==> src/nfsa_pkg.sv <==
// Shared constants and types of the next-fit slot allocator.
`timescale 1ns / 1ps
`default_nettype none

package nfsa_pkg;

   // Pool geometry. The used map is held as WORD_COUNT words of WORD_W bits.
   localparam int SLOT_COUNT = 64;
   localparam int IDX_W      = 6;
   localparam int WORD_W     = 8;
   localparam int WORD_COUNT = SLOT_COUNT / WORD_W;
   localparam int WORD_AW    = $clog2(WORD_COUNT);
   localparam int BIT_AW     = $clog2(WORD_W);
   localparam int SLOT_AW    = WORD_AW + BIT_AW;

   // Request operation codes.
   localparam logic OP_ALLOC = 1'b0;
   localparam logic OP_FREE  = 1'b1;

   typedef struct packed {
      logic             opcode;
      logic [IDX_W-1:0] slot_to_free;
   } req_type;

   typedef struct packed {
      logic             granted;
      logic [IDX_W-1:0] slot_index;
   } rsp_type;

   typedef struct packed {
      logic               en;
      logic [WORD_AW-1:0] addr;
      logic [WORD_W-1:0]  data;
   } ram_wr_type;

endpackage

`default_nettype wire

==> src/nfsa_bitmap_ram.sv <==
// Used-bit map storage: one write port and one registered read port.
`timescale 1ns / 1ps
`default_nettype none

module nfsa_bitmap_ram (
   input  logic                         clock,
   input  nfsa_pkg::ram_wr_type         wr,
   input  logic [nfsa_pkg::WORD_AW-1:0] rd_addr,
   output logic [nfsa_pkg::WORD_W-1:0]  rd_data_ff
);
   import nfsa_pkg::*;

   logic [WORD_W-1:0] mem [WORD_COUNT];

   always_ff @(posedge clock) begin
      if (wr.en) begin
         mem[wr.addr] <= wr.data;
      end
   end

   always_ff @(posedge clock) begin
      rd_data_ff <= mem[rd_addr];
   end

endmodule

`default_nettype wire

==> src/next_fit_slot_allocator_top.sv <==
// A free passes through the FREE and EMIT states after acceptance; an allocate probes
// 1 to WORD_COUNT + 1 bitmap words in the SCAN state, then passes through EMIT. A new
// item is accepted only in IDLE, once the last result is in the output register. The scan
// reads one 8-bit word of the used map per cycle through the single memory read port.
// Reset: synchronous; all slots read as free and the search pointer is zero at once,
// through per-word valid bits, so an item may be accepted in the first cycle after reset.
`timescale 1ns / 1ps
`default_nettype none

module next_fit_slot_allocator_top (
   input  logic              clock,
   input  logic              reset,
   input  logic              req_valid,
   output logic              req_ready,
   input  nfsa_pkg::req_type req_data,
   output logic              rsp_valid,
   input  logic              rsp_ready,
   output nfsa_pkg::rsp_type rsp_data
);
   import nfsa_pkg::*;

   localparam logic [1:0] S_IDLE = 2'd0;
   localparam logic [1:0] S_FREE = 2'd1;
   localparam logic [1:0] S_SCAN = 2'd2;
   localparam logic [1:0] S_EMIT = 2'd3;

   logic [1:0]          state_ff, state_in;
   logic [SLOT_AW-1:0]  ptr_ff, ptr_in;
   logic [WORD_AW-1:0]  scan_word_ff, scan_word_in;
   logic [WORD_AW:0]    scan_cnt_ff, scan_cnt_in;
   logic [SLOT_AW-1:0]  free_slot_ff, free_slot_in;
   logic                free_ok_ff, free_ok_in;
   rsp_type             res_ff, res_in;
   logic                rsp_valid_ff, rsp_valid_in;
   rsp_type             rsp_data_ff, rsp_data_in;
   logic [WORD_COUNT-1:0] row_valid_ff, row_valid_in;

   ram_wr_type          wr;
   logic [WORD_AW-1:0]  rd_addr;
   logic [WORD_W-1:0]   rd_data_ff;
   logic [WORD_AW-1:0]  cur_word;
   logic [WORD_W-1:0]   cur_data;
   logic [BIT_AW-1:0]   ptr_lo;
   logic [WORD_W-1:0]   probe_mask;
   logic [WORD_W-1:0]   free_bits;
   logic [BIT_AW:0]     hit;
   logic [WORD_AW-1:0]  next_word;
   logic [WORD_W-1:0]   set_data;
   logic [WORD_W-1:0]   clr_data;

   // Lowest set bit of a word, with a found flag on top.
   function automatic logic [BIT_AW:0] first_set(logic [WORD_W-1:0] v);
      logic [BIT_AW:0] r;
      r = '0;
      for (int i = WORD_W - 1; i >= 0; i--) begin
         if (v[i]) begin
            r = {1'b1, BIT_AW'(i)};
         end
      end
      return r;
   endfunction

   nfsa_bitmap_ram u_ram (
      .clock      (clock),
      .wr         (wr),
      .rd_addr    (rd_addr),
      .rd_data_ff (rd_data_ff)
   );

   assign req_ready = (state_ff == S_IDLE);
   assign rsp_valid = rsp_valid_ff;
   assign rsp_data  = rsp_data_ff;

   assign ptr_lo   = ptr_ff[BIT_AW-1:0];
   assign cur_word = (state_ff == S_FREE) ? free_slot_ff[SLOT_AW-1:BIT_AW] : scan_word_ff;
   // A word never written since reset holds no used slots.
   assign cur_data = row_valid_ff[cur_word] ? rd_data_ff : '0;

   // The first word is probed from the pointer upward; after a full turn the
   // same word is probed once more below the pointer.
   always_comb begin
      for (int i = 0; i < WORD_W; i++) begin
         if (scan_cnt_ff == '0) begin
            probe_mask[i] = (BIT_AW'(i) >= ptr_lo);
         end else if (scan_cnt_ff == (WORD_AW + 1)'(WORD_COUNT)) begin
            probe_mask[i] = (BIT_AW'(i) < ptr_lo);
         end else begin
            probe_mask[i] = 1'b1;
         end
      end
   end

   assign free_bits = ~cur_data & probe_mask;
   assign hit       = first_set(free_bits);
   assign next_word = (scan_word_ff == WORD_AW'(WORD_COUNT - 1)) ? '0 : scan_word_ff + 1'b1;

   always_comb begin
      set_data = cur_data;
      set_data[hit[BIT_AW-1:0]] = 1'b1;
      clr_data = cur_data;
      clr_data[free_slot_ff[BIT_AW-1:0]] = 1'b0;
   end

   always_comb begin
      state_in     = state_ff;
      ptr_in       = ptr_ff;
      scan_word_in = scan_word_ff;
      scan_cnt_in  = scan_cnt_ff;
      free_slot_in = free_slot_ff;
      free_ok_in   = free_ok_ff;
      res_in       = res_ff;
      row_valid_in = row_valid_ff;
      rsp_valid_in = rsp_valid_ff && !rsp_ready;
      rsp_data_in  = rsp_data_ff;
      rd_addr      = next_word;
      wr           = '0;

      unique case (state_ff)
         S_IDLE: begin
            free_slot_in = SLOT_AW'(req_data.slot_to_free);
            free_ok_in   = (int'(req_data.slot_to_free) < SLOT_COUNT);
            if (req_data.opcode == OP_FREE) begin
               rd_addr = free_slot_in[SLOT_AW-1:BIT_AW];
            end else begin
               rd_addr = ptr_ff[SLOT_AW-1:BIT_AW];
            end
            if (req_valid) begin
               scan_word_in = ptr_ff[SLOT_AW-1:BIT_AW];
               scan_cnt_in  = '0;
               state_in     = (req_data.opcode == OP_FREE) ? S_FREE : S_SCAN;
            end
         end
         S_FREE: begin
            wr.en   = free_ok_ff;
            wr.addr = cur_word;
            wr.data = clr_data;
            if (free_ok_ff) begin
               row_valid_in[cur_word] = 1'b1;
            end
            res_in   = '0;
            state_in = S_EMIT;
         end
         S_SCAN: begin
            if (hit[BIT_AW]) begin
               wr.en   = 1'b1;
               wr.addr = scan_word_ff;
               wr.data = set_data;
               row_valid_in[scan_word_ff] = 1'b1;
               ptr_in            = {scan_word_ff, hit[BIT_AW-1:0]};
               res_in.granted    = 1'b1;
               res_in.slot_index = IDX_W'({scan_word_ff, hit[BIT_AW-1:0]});
               state_in          = S_EMIT;
            end else if (scan_cnt_ff == (WORD_AW + 1)'(WORD_COUNT)) begin
               // Pool full: the pointer stays where the scan began.
               res_in   = '0;
               state_in = S_EMIT;
            end else begin
               scan_word_in = next_word;
               scan_cnt_in  = scan_cnt_ff + 1'b1;
            end
         end
         S_EMIT: begin
            if (!rsp_valid_ff || rsp_ready) begin
               rsp_valid_in = 1'b1;
               rsp_data_in  = res_ff;
               state_in     = S_IDLE;
            end
         end
         default: begin
            state_in = S_IDLE;
         end
      endcase
   end

   always_ff @(posedge clock) begin
      if (reset) begin
         state_ff     <= S_IDLE;
         ptr_ff       <= '0;
         rsp_valid_ff <= 1'b0;
         row_valid_ff <= '0;
      end else begin
         state_ff     <= state_in;
         ptr_ff       <= ptr_in;
         rsp_valid_ff <= rsp_valid_in;
         row_valid_ff <= row_valid_in;
      end
   end

   always_ff @(posedge clock) begin
      scan_word_ff <= scan_word_in;
      scan_cnt_ff  <= scan_cnt_in;
      free_slot_ff <= free_slot_in;
      free_ok_ff   <= free_ok_in;
      res_ff       <= res_in;
      rsp_data_ff  <= rsp_data_in;
   end

endmodule

`default_nettype wire

==> config.mk <==
export PLATFORM = sky130hd
export DESIGN_NAME = next_fit_slot_allocator_top
export DESIGN_NICKNAME = d
export VERILOG_FILES = /design/src/nfsa_pkg.sv /design/src/nfsa_bitmap_ram.sv /design/src/next_fit_slot_allocator_top.sv
export SDC_FILE = /design/constraint.sdc
export NUM_CORES = 1
export LEC_CHECK = 0
export BUFFER_PORTS_ARGS = -buffer_cell sky130_fd_sc_hd__buf_2
export CELL_PAD_IN_SITES_DETAIL_PLACEMENT = 0
export CELL_PAD_IN_SITES_GLOBAL_PLACEMENT = 1
export CORE_MARGIN = 1
export CORE_UTILIZATION = 30
export DETAILED_ROUTE_END_ITERATION = 6
export PLACE_DENSITY = 0.55
export SYNTH_ARGS = -nofsm -noshare
export SYNTH_HDL_FRONTEND = slang
export SYNTH_HIERARCHICAL = 1
export SYNTH_SLANG_ARGS = --single-unit
==> constraint.sdc <==
create_clock -name clock -period 3.1 [get_ports clock]
set_input_delay 0 -clock clock [delete_from_list [all_inputs] [get_ports clock]]
set_output_delay 0 -clock clock [all_outputs]
set_load 0.005 [all_outputs]
## Word-level counts from Yosys, hierarchy flattened

Memory sizes are Yosys's and may differ from the RTL's. A register that Yosys moved wholly into a read port is not among the register bits.
Index checks and enable logic that the tools add are counted.

| cells by class | value |
|---|---|
| $add $sub $neg | 2 |
| $mul | 0 |
| div/mod/pow operators | 0 |
| order comparisons | 24 |
| equality and inequality tests | 11 |
| shift-type cells | 0 |
| multiplexer cells | 64 |
| bitwise logic cells | 7 |
| reduce and logical (&&, ||, !) cells | 18 |

Operator list:

| operator | count |
|---|---|
| two-way mux 4 bit | 11 |
| two-way mux 1 bit | 25 |
| OR 8 bit | 3 |
| one-hot mux 12 bit (2 select lines) | 1 |
| two-way mux 3 bit | 7 |
| AND 8 bit | 2 |
| < comparator 3 x 4 -> 1 bit (second input constant) | 4 |
| two-way mux 8 bit | 2 |
| NOT 8 bit | 2 |
| one-hot mux 8 bit (2 select lines) | 1 |
| two-way mux 7 bit | 2 |
| one-hot mux 7 bit (2 select lines) | 1 |
| demux 1 bit (select 3 bit) | 4 |
| greater-or-equal comparator 3 x 1 -> 1 bit (second input constant) | 4 |
| greater-or-equal comparator 3 bit (first input constant) | 4 |
| < comparator 3 bit (first input constant) | 4 |
| two-way mux 12 bit | 1 |
| two-way mux 2 bit | 5 |
| inequality test 2 bit (second input constant) | 5 |
| one-hot mux 2 bit (4 select lines) | 1 |
| one-hot mux 4 bit (2 select lines) | 1 |
| AND reduction 2 bit | 4 |
| greater-or-equal comparator 1 x 3 -> 1 bit (first input constant) | 2 |
| greater-or-equal comparator 2 x 3 -> 1 bit (first input constant) | 2 |
| 19 further kinds | 28 |

| storage, ports and cells | value |
|---|---|
| bits in registers | 44 |
| latch bits | 0 |
| memory bits (writable) | 64 |
| memory bits (read-only) | 0 |
| input bits | 11 |
| output and inout port bits | 9 |
| word-level logic and storage cells | 138 |
| memories kept | 1 |

Memory list:

| memory | depth | bits a word | rd ports | clocked after memory_dff | wr ports | line | RTL |
|---|---|---|---|---|---|---|---|
| u_ram.mem | 8 | 8 | 1 | 1 | 1 | nfsa_bitmap_ram.sv:13 | `logic [WORD_W-1:0] mem [WORD_COUNT];` |

## Longest topological paths before layout

Gate-level depths: netlist of run 1.

| depth | value |
|---|---|
| depth in word-level cells | 24 |
| mapped depth | 13 |
| depth with buffers taken out | 11 |

## Modules after synthesis

Netlist of run 1, hierarchy kept.

Modules (own cells, without submodules):

| module | times used | cells each | area each (sq um) | seq. area each (sq um) |
|---|---|---|---|---|
| next_fit_slot_allocator_top | 1 | 317 | 2925.3 | 1151.1 |
| nfsa_bitmap_ram | 1 | 114 | 2691.3 | 2082.0 |

## Least setup slack after synthesis of run 1

OpenSTA, ideal clock, no wires.

| timing | value |
|---|---|
| path kind | register to register |
| from | register state_ff[1] |
| to | memory u_ram.mem[4][0], enable pin |
| library setup time | 0.383 ns |
| arrival | 2.892 ns |
| data required time | 2.717 ns |
| path slack | -0.175 ns |
| cell stages (with the launch flop) | 14 |
| path buffers | 2 |
| clock period less this slack | 3.275 ns |
| cells stage by stage | dfxtp_1 inv_1 ha_1 buf_6 mux2i_4 mux2i_1 a32o_2 o21ai_2 a21oi_4 buf_4 nand2_1 a21boi_1 nand2_1 nor3_1 |

RTL lines:

| element | line | RTL |
|---|---|---|
| start: declaration | next_fit_slot_allocator_top.sv:27 | `logic [1:0] state_ff, state_in;` |
| start signal: assignment | next_fit_slot_allocator_top.sv:182 | `state_ff <= state_in;` |
| end: declaration | nfsa_bitmap_ram.sv:13 |  |

==> impl_metrics.ini, run 1 <==
[outcome]
status = complete, but fails checks
violations = design-rule violations

[floorplanning]
start_util_pct = 30.95
die_area_um2 = 19270
fp.dieH_um = 138.8
die_w_um = 138.8
io_pins = 20
fp.coreArea_um2 = 18150
row_count = 49

[clocking]
clock_latency_ns = 0.42
cts_buffers = 17
cts_sinks = 116
clk_pin_slew_ns = 0.06
cts_tree = built
root_buffer = clkbuf_16
cts_buffer_depth = 2
htree_levels = 4

[power_and_ir_drop]
power_switching_share_pct = 37.02
combPwrFrac_pct = 45.9
p_total_w = 0.008191
power_frac_seq_pct = 29.0
p_sw_w = 0.003032
ir_drop_mv = 0.4791
power_frac_clock_pct = 25.1
power.density_nw_per_um2 = 1121
p_int_w = 0.005159
p_leak_nw = 2.633

[yosys]
async_flop_share_pct = 0
synth-seq-cells = 116
yosysWarnings = 6
ys_types = 68
syn_area_um2 = 5617
synth_nets = 450
synth_edf_count = 91
synthCells = 431
synth.avg_cell_area_um2 = 13.03
yosysSeqAreaShare_pct = 57.56
synthFlopType = edfxtp_1

[timing]
max_freq_mhz = 339.4
maxSlewViolCount = 0
timing.hold.ws_ns = 0.1697
tightest_slew_ns = 0.6044
slew_headroom_pct = 59.62
clock_skew_ns = 0.01374
period_needed_ns = 2.946
hold_viol_final = 0
rsz0062_at_grt = false
post-route-period-util_pct = 95.04
setup_viol = 0

[worst_setup_path]
critPathArrivalTime_ns = 3.11
start_kind = flop
cp.required_ns = 3.26
path_class = reg2reg
timing.critical_path.to_type = flop
path_max_fanout = 8

[routing]
wl_per_cell_um = 18.26
viasPerCell = 4.940
wirelength_mm = 13.99
num_vias = 3784
ant_nets = 0
drc_errors = 3
first_pass_iters = 6
drtIter0Drc = 192

[cells_and_area]
multi_input_area_um2 = 2382
final_cell_mix = edfxtp_1 (91), buf_4 (59), nand2_1 (37)
n_antenna_cell = 0
final_common_cell = edfxtp_1
finalInstanceArea_um2 = 7305
final_util_pct = 40.25
fillers = 1726
ff_latch_area_um2 = 3233
layout.nets = 543
area_growth_syn_to_layout_pct = 30.05
final_cells = 766
layout-drive-gt1-share_pct = 33.89

[job]
maxCapViolCount = 0

[placement]
hpwlAfterDp_mm = 9.914
dp_cells = 720
numPortBuffers = 19
placed_cell_area_um2 = 6377
gp_congestion = 0.8277

[global_route]
overflow = 0
grt_max_degree = 25
antenna_found_initial = 0
grt_pass1_wl_mm = 22.17
grt_use_total_pct = 15.57
grt_pass1_vias = 3963

[min_path]
hold_class = in2reg
## path summary, 6_finish.rpt
kind | end | slack (ns) | startpoint | cells after the start
max | u_ram/mem[7][1] | 0.15 | state_ff[0] | 11
min | scan_cnt_ff[0] | 0.17 | req_valid | 4
max reg2reg | u_ram/mem[7][1] | 0.15 | state_ff[0] | 11
min reg2reg | rsp_data[4] | 0.42 | res_ff[4] | 0
## critical path, stage by stage (launching register included)
cell and delay, ns:
dfxtp_1 0.37, ha_4 0.18, mux2i_4 0.36, buf_6 0.15
nand2_1 0.09, a32o_2 0.34, nor2_2 0.29, o221ai_4 0.18
a31oi_4 0.29, buf_4 0.19, o31ai_2 0.07, buf_4 0.18
## cells by family (layout without fill, tap and decap cells)
group	after synthesis	in the layout	synth area share [%]
AOI/OAI and AO/OA	114	114	15.28
DFF	116	116	57.56
and+or+nand+nor	121	121	10.54
buffers and inverters	33	139	3.007
adders and majority gates	8	8	1.782
xor gates and xnor gates	7	7	1.092
muxes	32	32	10.74
## registers in the layout, indices dropped and copies added, names as in the netlist
| register | flops |
|---|---|
| free_slot_ff | 6 |
| ptr_ff | 6 |
| res_ff | 7 |
| row_valid_ff | 8 |
| rsp_data | 7 |
| rsp_valid | 1 |
| scan_cnt_ff | 4 |
| scan_word_ff | 3 |
| state_ff | 2 |
| u_ram/mem | 64 |
| u_ram/rd_data_ff | 8 |
## power groups by stage
stage,sequential [W],clock (W),combinational (W)
final,0.00237,0.00205,0.00376
after global routing,0.00241,0.00217,0.00409
after CTS,0.00236,0.00211,0.00364
after detailed placement,0.00239,0,0.00351
after global placement,0.00238,0,0.00352
after floorplan,0.00230,0,0.00233
## stage by stage
step	setup TNS, ns	setup slack, ns
global route	0	0.005698
CTS	0	0.001581
global placement	-4.184	-0.1424
finish	0	0.1537
floorplan	-5.202	-0.1299
detailed placement	-12.69	-0.2208
## cell type report
type                    instances  share of cell area [%]
well taps                     229                   3.923
clock buffers                  17                   5.824
multi-input cells             282                   32.61
clock inverters                15                   2.672
inverters                      11                  0.5653
repair buffers                 96                   10.14
flip-flops and latches        116                   44.26
## cell usage after synthesis, types with 6 or more instances
library cell,count,area share [%]
ha_1,8,1.8
nand2b_1,14,1.6
mux4_1,15,7.0
inv_1,11,0.74
nand3_1,7,0.62
nor2_1,30,2.0
dfxtp_1,25,8.9
o22ai_1,17,1.9
o21a_1,9,1.2
a21oi_1,33,2.9
clkbuf_1,8,0.53
nor2b_1,8,0.89
edfxtp_1,91,49
xnor2_1,6,0.94
mux2_2,11,2.2
nand2_1,38,2.5
## routing by layer
| layer | wire length, um | vias to the layer above | track usage, % | part of all wire (%) |
|---|---|---|---|---|
| li1 | - | 1857 | - | - |
| met2 | 7002 | 73 | 26.82 | 50 |
| met4 | 280 | 0 | 5.848 | 2.0 |
| met3 | 487 | 19 | 3.660 | 3.5 |
| met1 | 6215 | 1835 | 18.92 | 44 |
| met5 | 0 | - | 0 | 0 |
## repair_timing
item / CTS / global route
endpoints found under the setup margin: 96 / 116
setup buffers: 3 / 1
gates resized for setup: 12 / 27
endpoints found under the hold margin: 19 / 0
pin swaps: 2 / 7
hold buffers: 10 / 0
Power figures use the tool's default switching activity.
==> run 2, diff against run 1 <==
- PLACE_DENSITY: 0.55 -> 0.64
- SKIP_LAST_GASP: unset -> 1
==> run 2 against run 1 <==
The run still ends with design-rule violations left. Maximum frequency down 1.4%. Sequential cell count unchanged. Clock skew down 0.0036 ns. Highest routed layer unchanged.
==> impl_metrics.ini, run 2 (synthesis gave the netlist of run 1 again) <==
[outcome]
status = complete, but fails checks
violations = design-rule violations

[clocking]
cts_tree = built
clock_latency_ns = 0.42
cts_buffers = 17
cts_sinks = 116
clk_pin_slew_ns = 0.05
cts_buffer_depth = 2
root_buffer = clkbuf_16
htree_levels = 4

[timing]
tightest_slew_ns = 0.5567
rsz0062_at_grt = true
totalNegativeSetupSlack_ns = 0
hold_viol_final = 0
slew_headroom_pct = 62.75
period_needed_ns = 2.988
maxSlewViolCount = 0
setup_viol = 0
max_freq_mhz = 334.6
clock_skew_ns = 0.01016
post-route-period-util_pct = 96.40

[cells_and_area]
layout-drive-gt1-share_pct = 32.58
area_growth_syn_to_layout_pct = 29.05
largestRegisters = u_ram/mem: 64 flops, row_valid_ff: 8 flops, u_ram/rd_data_ff: 8 flops
final_common_cell = edfxtp_1
n_antenna_cell = 0
largest_reg_flops = 64
largest_register = u_ram/mem
layout.nets = 541
finalInstanceArea_um2 = 7248
final_cell_mix = edfxtp_1 (91), buf_4 (59), nand2_1 (36)

[global_route]
grt_use_total_pct = 14.96
grt_max_degree = 25
grt_pass1_wl_mm = 21.49
grt_pass1_vias = 3865
overflow = 0
antenna_found_initial = 0

[job]
maxCapViolCount = 0

[placement]
placed_cell_area_um2 = 6376
gp_congestion = 0.8604
hpwlAfterDp_mm = 9.729
numPortBuffers = 19

[floorplanning]
die_area_um2 = 19270
io_pins = 20
row_count = 49
fp.coreArea_um2 = 18150
fp.dieH_um = 138.8
start_util_pct = 30.95
die_w_um = 138.8

[worst_setup_path]
path_class = reg2reg
start_kind = flop
path_cells = inv_1 > ha_4 > mux2i_4 > nand2_1 > a32o_2 > o21ai_2 > a21oi_4 > buf_12 > nand2_1 > a21boi_2 > buf_4 > nand2b_1 > nor2_1 > buf_4
timing.critical_path.to_type = flop
critPathArrivalTime_ns = 3.10
crit_family = compound AO/OA/AOI/OAI gates
path_max_fanout = 10
crit_path_top_delay_cell = mux2i_4
cp.buffers_inverters = 4
max_stage_delay_ns = 0.36
cp.required_ns = 3.22

[routing]
first_pass_iters = 7
wirelength_mm = 13.74
wl_per_cell_um = 18.01
ant_nets = 0
drtIter0Drc = 275
viasPerCell = 5.029
drc_errors = 4
num_vias = 3837

[min_path]
hold_class = in2reg

[power_and_ir_drop]
ir_drop_mv = 0.6133
p_leak_nw = 2.590
power.density_nw_per_um2 = 1110
-- run 2: changes by cell type in the layout (fill, tap and decap cells not counted), moves of 2 or more --
cell	previous run	this run
buf_6	6	3
o22ai_4	0	3
inv_8	2	0
nand2b_1	12	14
nand2b_4	2	0
nor2_1	26	28
nor2_2	4	2
o22ai_1	12	10
-- run 2: worst reg2reg max path, delay by kind of cell, from the launching register on --
kind / cells / cell delay (ns)
AO/OA/AOI/OAI: 4 / 0.69
adder cells (fa/ha/maj): 1 / 0.18
buffers and inverters: 4 / 0.61
flip-flops: 1 / 0.31
multiplexers: 1 / 0.36
AND/OR/NAND/NOR: 4 / 0.54
-- run 2: timing repair --
item	CTS	global route
endpoints found under the setup margin	112	120
buffers inserted	1	0
hold endpoints to repair	18	0
gates resized for setup	8	26
pin swaps	1	3
hold buffers	10	0
-- run 2: worst paths after layout --
check / start / to / slack (ns) / cells after the start
setup reg to reg: state_ff[1] / u_ram/mem[5][5] / 0.11 / 14
hold / removal: req_valid / state_ff[0] / 0.13 / 5
setup / recovery: state_ff[1] / u_ram/mem[5][5] / 0.11 / 14
hold reg to reg: res_ff[5] / rsp_data[5] / 0.42 / 0
-- run 2: metal layers --
metal	vias up	wire length, um	GRT usage (%)
met4	0	231	5.380
met3	18	647	3.522
met5	-	0	0
met2	84	6695	24.69
li1	1840	-	-
met1	1895	6168	19.15
-- run 2: cell type report --
type	instances	area [um2]
Multi-Input combinational cell	282	2381
Timing Repair Buffer	94	726.9
Fill cell	1694	10900
Clock inverter	14	153.9
Tap cell	229	286.5
Sequential cell	116	3233
Inverter	11	41.29
Clock buffer	17	425.4
-- run 2: report_power, final --
part / internal (W) / switching [W]
Combinational: 0.00173 / 0.00203
Sequential: 0.00211 / 0.000258
Clock: 0.00119 / 0.000731
-- run 2: per-stage QoR --
| stage | utilization, % | setup WS [ns] | std cells | hold slack, ns | power (W) |
|---|---|---|---|---|---|
| global route | 39.94 | -0.04603 | 763 | 0.1636 | 0.008485 |
| CTS | 39.21 | 0.003157 | 763 | 0.1334 | 0.007893 |
| floorplan | - | -0.1299 | 431 | 0.09887 | 0.004628 |
| detailed placement | 35.14 | -0.2509 | 721 | 0.1983 | 0.005862 |
| global placement | 35.14 | -0.1225 | 721 | 0.1926 | 0.005854 |
| finish | 39.94 | 0.1117 | 763 | 0.1295 | 0.008045 |
